==> config.mk <==
export PLATFORM = sky130hd
export DESIGN_NAME = unique_byte_filter_unit_flat
export DESIGN_NICKNAME = d
export VERILOG_FILES = /design/src/design/ubf_pkg.sv /design/src/design/ubf_stream_if.sv /design/src/design/unique_byte_filter_unit.sv /design/src/design/ubf_ctrl.sv /design/src/design/ubf_datapath.sv /design/src/flat_wrapper.sv
export SDC_FILE = /design/constraint.sdc
export NUM_CORES = 1
export LEC_CHECK = 0
export BUFFER_PORTS_ARGS = -buffer_cell sky130_fd_sc_hd__buf_2
export CAP_MARGIN = 20
export CORE_UTILIZATION = 35
export CTS_CLUSTER_SIZE = 12
export DETAILED_ROUTE_END_ITERATION = 16
export PLACE_DENSITY = 0.57
export SLEW_MARGIN = 30
export SYNTH_ARGS = -nofsm -noshare
export SYNTH_HDL_FRONTEND = slang
export SYNTH_SLANG_ARGS = --single-unit
==> constraint.sdc <==
create_clock -name clk_i -period 2.9 [get_ports clk_i]
set_clock_uncertainty 0.2 [all_clocks]
set_input_delay 0.725 -clock clk_i [delete_from_list [all_inputs] [get_ports clk_i]]
set_output_delay 0.725 -clock clk_i [all_outputs]
set_load 0.005 [all_outputs]
==> src/design/ubf_pkg.sv <==
// ----------------------------------------------------------------------------
// ubf_pkg
// Shared types and constants of the unique byte filter.
// ----------------------------------------------------------------------------
`default_nettype none

package ubf_pkg;

  // One input transaction.
  typedef struct packed {
    logic [7:0] byte_value;
    logic       has_byte;
    logic       end_of_string;
  } ubf_in_t;

  // One result transaction.
  typedef struct packed {
    logic [7:0] kept_byte;
    logic       kept_valid;
    logic       last_result;
    logic       overflowed;
  } ubf_out_t;

  // Occurrence table: one saturating count per byte value.
  localparam int unsigned TableDepth = 256;
  typedef logic [1:0] occ_t;
  localparam occ_t OccOnce = 2'd1;
  localparam occ_t OccMany = 2'd2;

  // Commands from the controller to the datapath.
  typedef struct packed {
    logic accept;   // input transaction taken: latch it, read the table
    logic load_wr;  // write the updated count and buffer the byte
    logic set_ovf;  // byte dropped on a full buffer
    logic buf_rd;   // read the next buffered byte, advance the scan index
    logic tab_rd;   // look up the count of the byte just read
    logic keep;     // byte survives: emit the pending one, hold this one
    logic finish;   // emit the final result, clear the string state
  } ubf_cmd_t;

  // Status from the datapath to the controller.
  typedef struct packed {
    logic buf_full;
    logic scan_done;
    logic is_single;
    logic pend_valid;
    logic out_free;
    logic end_q;
  } ubf_stat_t;

endpackage

`default_nettype wire

==> src/design/ubf_stream_if.sv <==
// ----------------------------------------------------------------------------
// ubf_stream_if
// Valid/ready stream channel carrying one payload per transaction.
// ----------------------------------------------------------------------------
`default_nettype none

interface ubf_stream_if #(
  parameter type payload_t = logic
) ();
  logic     valid;
  logic     ready;
  payload_t data;

  modport source (output valid, output data, input ready);
  modport sink   (input valid, input data, output ready);
endinterface

`default_nettype wire

==> src/design/unique_byte_filter_unit.sv <==
// ----------------------------------------------------------------------------
// unique_byte_filter_unit
// Removes every repeated byte from a string streamed in one byte at a time.
// ----------------------------------------------------------------------------
// Each byte is loaded by a read and a write-back: the occurrence table is a
// single-port memory, so the count is read in the accept cycle and written
// back in the next. The item that ends a string starts a replay of the
// buffer that takes each buffered byte through a buffer read, a table read
// and a check, then detects the end of the buffer and issues the last
// result; the replay can wait while the result side stalls. Results come
// out in string order; the last one is marked, and a string with no
// surviving byte yields a single result with kept_valid low. Up to MAX_LEN
// bytes are buffered; further bytes are dropped and flag every result of
// that string as overflowed. The table is emptied by clearing a bank of
// per-entry valid bits, so no clearing pass runs after reset or between
// strings. The next string may start loading while the last result still
// waits in the output register.
`default_nettype none

module unique_byte_filter_unit #(
  parameter int MAX_LEN = 64
) (
  input  logic          clk_i,
  input  logic          rst_ni,
  ubf_stream_if.sink    in_i,
  ubf_stream_if.source  out_o
);
  import ubf_pkg::*;

  ubf_cmd_t  cmd;
  ubf_stat_t stat;
  ubf_in_t   in_data;
  ubf_out_t  out_data;
  logic      in_ready;
  logic      out_valid;

  assign in_data     = in_i.data;
  assign in_i.ready  = in_ready;
  assign out_o.valid = out_valid;
  assign out_o.data  = out_data;

  // Sequence loads, the replay pass and result issue.
  ubf_ctrl u_ctrl (
    .clk_i         (clk_i),
    .rst_ni        (rst_ni),
    .in_valid_i    (in_i.valid),
    .in_has_byte_i (in_data.has_byte),
    .in_end_i      (in_data.end_of_string),
    .in_ready_o    (in_ready),
    .stat_i        (stat),
    .cmd_o         (cmd)
  );

  // Hold the buffer, the counts and the result register.
  ubf_datapath #(
    .MAX_LEN (MAX_LEN)
  ) u_datapath (
    .clk_i       (clk_i),
    .rst_ni      (rst_ni),
    .cmd_i       (cmd),
    .stat_o      (stat),
    .in_data_i   (in_data),
    .out_valid_o (out_valid),
    .out_data_o  (out_data),
    .out_ready_i (out_o.ready)
  );

endmodule

`default_nettype wire

==> src/design/ubf_ctrl.sv <==
// ----------------------------------------------------------------------------
// ubf_ctrl
// Sequencer: loads bytes, then replays the buffer and issues the results.
// ----------------------------------------------------------------------------
`default_nettype none

module ubf_ctrl (
  input  logic              clk_i,
  input  logic              rst_ni,
  input  logic              in_valid_i,
  input  logic              in_has_byte_i,
  input  logic              in_end_i,
  output logic              in_ready_o,
  input  ubf_pkg::ubf_stat_t stat_i,
  output ubf_pkg::ubf_cmd_t  cmd_o
);
  import ubf_pkg::*;

  typedef enum logic [5:0] {
    S_IDLE     = 6'b000001,
    S_LOAD     = 6'b000010,
    S_SCAN_RD  = 6'b000100,
    S_SCAN_TAB = 6'b001000,
    S_SCAN_CHK = 6'b010000,
    S_FINISH   = 6'b100000
  } state_e;

  state_e state_q, state_d;

  assign in_ready_o = (state_q == S_IDLE);

  always_comb begin
    state_d = state_q;
    cmd_o   = '0;
    unique case (state_q)
      S_IDLE: begin
        if (in_valid_i) begin
          cmd_o.accept = 1'b1;
          if (in_has_byte_i && !stat_i.buf_full) begin
            state_d = S_LOAD;
          end else begin
            cmd_o.set_ovf = in_has_byte_i;
            state_d       = in_end_i ? S_SCAN_RD : S_IDLE;
          end
        end
      end
      S_LOAD: begin
        cmd_o.load_wr = 1'b1;
        state_d       = stat_i.end_q ? S_SCAN_RD : S_IDLE;
      end
      S_SCAN_RD: begin
        if (stat_i.scan_done) begin
          state_d = S_FINISH;
        end else begin
          cmd_o.buf_rd = 1'b1;
          state_d      = S_SCAN_TAB;
        end
      end
      S_SCAN_TAB: begin
        cmd_o.tab_rd = 1'b1;
        state_d      = S_SCAN_CHK;
      end
      S_SCAN_CHK: begin
        priority if (!stat_i.is_single) begin
          state_d = S_SCAN_RD;
        end else if (stat_i.pend_valid && !stat_i.out_free) begin
          state_d = S_SCAN_CHK;
        end else begin
          cmd_o.keep = 1'b1;
          state_d    = S_SCAN_RD;
        end
      end
      S_FINISH: begin
        if (stat_i.out_free) begin
          cmd_o.finish = 1'b1;
          state_d      = S_IDLE;
        end
      end
      default: begin
        state_d = S_IDLE;
      end
    endcase
  end

  always_ff @(posedge clk_i or negedge rst_ni) begin
    if (!rst_ni) begin
      state_q <= S_IDLE;
    end else begin
      state_q <= state_d;
    end
  end

endmodule

`default_nettype wire

==> src/design/ubf_datapath.sv <==
// ----------------------------------------------------------------------------
// ubf_datapath
// Byte buffer, occurrence table, scan index and result register.
// ----------------------------------------------------------------------------
`default_nettype none

module ubf_datapath #(
  parameter int MAX_LEN = 64
) (
  input  logic               clk_i,
  input  logic               rst_ni,
  input  ubf_pkg::ubf_cmd_t  cmd_i,
  output ubf_pkg::ubf_stat_t stat_o,
  input  ubf_pkg::ubf_in_t   in_data_i,
  output logic               out_valid_o,
  output ubf_pkg::ubf_out_t  out_data_o,
  input  logic               out_ready_i
);
  import ubf_pkg::*;

  localparam int CntW = $clog2(MAX_LEN + 1);
  localparam int IdxW = (MAX_LEN > 1) ? $clog2(MAX_LEN) : 1;

  // String state
  logic [CntW-1:0]       count_q, idx_q;
  logic                  ovf_q;
  logic                  end_q;
  logic [7:0]            byte_q;

  // Byte buffer and its registered read port
  logic [7:0]            buf_mem [MAX_LEN];
  logic [7:0]            bufdata_q;

  // Occurrence table with per-entry valid bits
  occ_t                  occ_mem [TableDepth];
  logic [TableDepth-1:0] occ_valid_q;
  occ_t                  occ_rd_q;
  logic                  occ_rd_valid_q;
  logic [7:0]            occ_addr;
  occ_t                  occ_cur, occ_new;

  // Pending survivor and result register
  logic                  pend_valid_q;
  logic [7:0]            pend_q;
  logic                  out_valid_q;
  ubf_out_t              out_q;
  logic                  out_free;
  logic                  emit_mid;

  assign occ_addr = cmd_i.accept ? in_data_i.byte_value : bufdata_q;
  assign occ_cur  = occ_rd_valid_q ? occ_rd_q : '0;
  assign occ_new  = (occ_cur == OccMany) ? OccMany : occ_t'(occ_cur + 2'd1);
  assign out_free = !out_valid_q || out_ready_i;
  assign emit_mid = cmd_i.keep && pend_valid_q;

  assign stat_o.buf_full   = (count_q == CntW'(MAX_LEN));
  assign stat_o.scan_done  = (idx_q == count_q);
  assign stat_o.is_single  = occ_rd_valid_q && (occ_rd_q == OccOnce);
  assign stat_o.pend_valid = pend_valid_q;
  assign stat_o.out_free   = out_free;
  assign stat_o.end_q      = end_q;

  assign out_valid_o = out_valid_q;
  assign out_data_o  = out_q;

  // Table memory: one write or one registered read per cycle.
  always_ff @(posedge clk_i) begin
    if (cmd_i.load_wr) begin
      occ_mem[byte_q] <= occ_new;
    end
    if (cmd_i.accept || cmd_i.tab_rd) begin
      occ_rd_q       <= occ_mem[occ_addr];
      occ_rd_valid_q <= occ_valid_q[occ_addr];
    end
  end

  // Buffer memory
  always_ff @(posedge clk_i) begin
    if (cmd_i.load_wr) begin
      buf_mem[count_q[IdxW-1:0]] <= byte_q;
    end
    if (cmd_i.buf_rd) begin
      bufdata_q <= buf_mem[idx_q[IdxW-1:0]];
    end
  end

  always_ff @(posedge clk_i) begin
    if (cmd_i.accept) begin
      byte_q <= in_data_i.byte_value;
    end
    if (cmd_i.keep) begin
      pend_q <= bufdata_q;
    end
    if (cmd_i.finish) begin
      out_q <= '{kept_byte:   pend_valid_q ? pend_q : 8'd0,
                 kept_valid:  pend_valid_q,
                 last_result: 1'b1,
                 overflowed:  ovf_q};
    end else if (emit_mid) begin
      out_q <= '{kept_byte: pend_q, kept_valid: 1'b1, last_result: 1'b0,
                 overflowed: ovf_q};
    end
  end

  always_ff @(posedge clk_i or negedge rst_ni) begin
    if (!rst_ni) begin
      count_q      <= '0;
      idx_q        <= '0;
      ovf_q        <= 1'b0;
      end_q        <= 1'b0;
      occ_valid_q  <= '0;
      pend_valid_q <= 1'b0;
      out_valid_q  <= 1'b0;
    end else begin
      if (cmd_i.accept) begin
        end_q <= in_data_i.end_of_string;
      end
      if (cmd_i.set_ovf) begin
        ovf_q <= 1'b1;
      end
      if (cmd_i.load_wr) begin
        count_q              <= count_q + CntW'(1);
        occ_valid_q[byte_q]  <= 1'b1;
      end
      if (cmd_i.buf_rd) begin
        idx_q <= idx_q + CntW'(1);
      end
      if (cmd_i.keep) begin
        pend_valid_q <= 1'b1;
      end
      if (cmd_i.finish) begin
        count_q      <= '0;
        idx_q        <= '0;
        ovf_q        <= 1'b0;
        occ_valid_q  <= '0;
        pend_valid_q <= 1'b0;
      end
      if (cmd_i.finish || emit_mid) begin
        out_valid_q <= 1'b1;
      end else if (out_ready_i) begin
        out_valid_q <= 1'b0;
      end
    end
  end

endmodule

`default_nettype wire

==> src/flat_wrapper.sv <==
// flat-port wrapper written by rule: the top's interface ports become plain ports
module unique_byte_filter_unit_flat import ubf_pkg::*;
#(
  parameter int MAX_LEN = 64
)
  (clk_i, rst_ni, in_i_valid, in_i_data, in_i_ready, out_o_valid, out_o_data, out_o_ready);
  ubf_stream_if in_i_i ();
  ubf_stream_if out_o_i ();
  input  logic clk_i;
  input  logic rst_ni;
  input wire logic [$bits(in_i_i.valid)-1:0] in_i_valid;
  input wire logic [$bits(in_i_i.data)-1:0] in_i_data;
  output wire logic [$bits(in_i_i.ready)-1:0] in_i_ready;
  output wire logic [$bits(out_o_i.valid)-1:0] out_o_valid;
  output wire logic [$bits(out_o_i.data)-1:0] out_o_data;
  input wire logic [$bits(out_o_i.ready)-1:0] out_o_ready;
  assign in_i_i.valid = in_i_valid;
  assign in_i_i.data = in_i_data;
  assign in_i_ready = in_i_i.ready;
  assign out_o_valid = out_o_i.valid;
  assign out_o_data = out_o_i.data;
  assign out_o_i.ready = out_o_ready;
  unique_byte_filter_unit #(.MAX_LEN(MAX_LEN)) u_core (.clk_i(clk_i), .rst_ni(rst_ni), .in_i(in_i_i), .out_o(out_o_i));
endmodule
==> impl_metrics.yaml <==
outcome:
  status: "finished, final reports clean"
detailed_routing:
  drt_wl_total_mm: 1.62
  dr_total_vias: 662
  dr.pass1.iters: 4
  remaining_drc_errors: 0
  postRouteAntennaNets: 0
  drtIter0Drc: 7
  wire_per_inst_um: 11.9
  routed_via_density: 4.87
yosys:
  yosysTopAreaCell: "dfrtp_1"
  netlist_area_um2: 982
  synth-seq-cells: 20
  netlist.area_leader.share_pct: 48.4
  syn_nets: 104
  avgSynthCellArea_um2: 10.0
  yosys_warnings: 0
  ys_types: 27
  synthCells: 98
  netlist_top_cells_area: "dfrtp_1, xor2_1, and2_1, nand2_1, mux2i_1"
  ys_seq_area_share_pct: 51.1
timing:
  tightest_slew_ns: 0.505
  slew_headroom_pct: 66.3
  tns_ns: 0
  fin_crit_ns: 2.15
  finalHoldViolCount: 0
  min_period_over_period_pct: 74.1
  max_freq_mhz: 465
  setup_viol: 0
  rsz0062_at_grt: "no"
  slew_violations: 0
min_path:
  min_path_type: "in2async"
placement:
  portBuffers: 6
  gp_congestion: 0.743
  hpwlAfterDp_mm: 1.17
die:
  initial_core_util_pct: 38.3
  core.rowCount: 18
  core-area_um2: 2570
  chipWidth_um: 55.0
  dieArea_um2: 3020
  fp.dieH_um: 55.0
  io_pins: 8
setup_path:
  r2r-end: "u_core.u_datapath.idx_q[3]"
  cp.arrival_ns: 1.22
  end_kind: "primary output"
  ff2ff_setup_slack_ns: 1.00
  required_ns: 1.98
  cp_max_fo: 7
  criticalPathCategory: "reg2out"
  reg2reg_from: "u_core.u_datapath.idx_q[2]"
  reg2reg_depth: 6
  crit_path_start_kind: "flip-flop"
clock_network:
  htreeDepth: 1
  clockBufferDepth: 2
  root_buffer: "clkbuf_4"
  cts_tree: "built"
  clock_latency_ns: 0.31
  cts_inserted_buffers: 3
  postCtsSetupBuffers: 0
  ctsResizeCount: 0
  cts_sinks: 20
  clk_pin_slew_ns: 0.12
  holdBufCountCts: 0
job:
  drv_cap: 0
global_route:
  grt_pass1_vias: 676
  track_usage_pct: 14.0
  grt_max_degree: 21
  grt_first_pass_wirelength_mm: 2.91
  antenna_found_initial: 0
  grt_overflow: 0
power:
  p_leak_uw: 0.000548
  irDropWorstVdd_uv: 456
  powerDensity_nw_per_um2: 693
finish:
  multiInputGateArea_um2: 462
  finalNetCount: 113
  drive_above_1_share_pct: 13.2
  syn2layout_area_growth_pct: 11.1
  fillCellCount: 271
  seq_area_um2: 502
  final_util_pct: 42.5
  diodes: 0
[final cells by class]
| class | instances | share of cell area [%] |
|---|---|---|
| clock buffer | 3 | 2.06 |
| clock inverter | 1 | 2.75 |
| multi-input combinational | 75 | 42.3 |
| sequential | 20 | 46.0 |
| tap | 30 | 3.44 |
| timing repair buffer | 7 | 3.44 |
[worst max-delay path: stages (launching register included)]
cell and delay (ns):
dfrtp_1 0.48, nor2_1 0.14, nand2_1 0.06, nor3_1 0.11
buf_2 0.13
[logic make-up (layout without fill, tap and decap cells)]
logic type | count (synthesis) | count (layout) | share of synthesized area (%)
other | 1 | 1 | 0.382
AO/OA/AOI/OAI | 11 | 11 | 6.50
flip-flops | 20 | 20 | 51.1
AND/OR/NAND/NOR | 49 | 49 | 26.6
XOR/XNOR | 8 | 8 | 7.13
adder cells (fa/ha/maj) | 1 | 1 | 1.27
multiplexers | 5 | 5 | 5.10
buffers and inverters | 3 | 11 | 1.91
[how the worst max path moves through the flow]
stage / slack (ns) / start / cells after the start / end
5_1_grt: 0.66 / u_core.u_ctrl.state_q[3] / 4 / in_i_ready
6_report: 0.75 / u_core.u_ctrl.state_q[3] / 4 / in_i_ready
3_5_place_dp: 0.87 / out_o_ready / 4 / u_core.u_datapath.count_q[5]
3_3_place_gp: 0.90 / out_o_ready / 4 / u_core.u_datapath.count_q[6]
4_1_cts: 0.74 / u_core.u_ctrl.state_q[3] / 4 / in_i_ready
2_1_floorplan: 1.17 / out_o_ready / 5 / u_core.u_datapath.idx_q[4]
[cells in the final DEF (no fill, tap or decap)]
master     Yosys  routed
xor2_1         8       8
dfstp_2        1       1
dfrtp_1       19      19
o21a_1         1       1
nor2_1         5       5
o21ai_0        1       1
nand3_1        5       5
o21ai_1        6       6
nor4_2         1       1
conb_1         1       1
o22a_1         1       1
a21boi_1       1       1
buf_4          2       1
nor3_1         2       2
nand2b_1       3       3
mux2i_1        5       5
nor2b_1        2       2
clkbuf_4       0       3
nor4_1         2       2
buf_2          0       6
nand3b_1       1       1
nand2_1       15      15
bufinv_16      0       1
a21oi_1        1       1
ha_1           1       1
nor3_2         1       1
and3_1         2       2
and2_1         9       9
and4_1         1       1
[flip-flops by register name, summed over array words and instances, names as in the netlist]
register                       flops
u_core.u_ctrl.state_q              5
u_core.u_datapath.count_q          7
u_core.u_datapath.idx_q            7
u_core.u_datapath.out_valid_o      1
[power by group]
group | leakage [uW] | total (uW) | switching (uW) | internal (uW)
registers | 0.000257 | 389 | 64.7 | 324
logic | 0.000263 | 138 | 66.8 | 71.5
clock network | 0.0000279 | 229 | 89.3 | 140
total | 0.000548 | 756 | 221 | 535
[per-layer routing]
layer  GRT usage [%]  routed length (um)  part of all wire (%)
met1            17.9                 818                    50
met2            22.5                 736                    45
met3            4.92                  59                   3.6
met4            3.75                  10                  0.62
met5               0                   0                     0
[per-stage QoR]
stage	worst slack [ns]	area (um^2)	power, uW	cells	hold WS (ns)
final	0.751	1090	756	136	0.138
after global routing	0.664	1090	811	136	0.158
after CTS	0.740	1090	768	136	0.146
after detailed placement	0.865	1040	536	132	0.294
after global placement	0.905	1040	532	132	0.292
after floorplan	1.17	982	495	98	0.229
[cells in the mapped netlist]
cell,count
nor4_2,1
and2_1,9
buf_4,2
o21ai_0,1
mux2i_1,5
o21ai_1,6
o22a_1,1
nor3_1,2
nor4_1,2
and3_1,2
nand2b_1,3
clkbuf_1,1
nor2_1,5
a21oi_1,1
xor2_1,8
conb_1,1
and4_1,1
ha_1,1
a21boi_1,1
dfstp_2,1
nor3_2,1
dfrtp_1,19
nand3_1,5
o21a_1,1
nand2_1,15
nor2b_1,2
nand3b_1,1
Power figures use the tool's default switching activity.
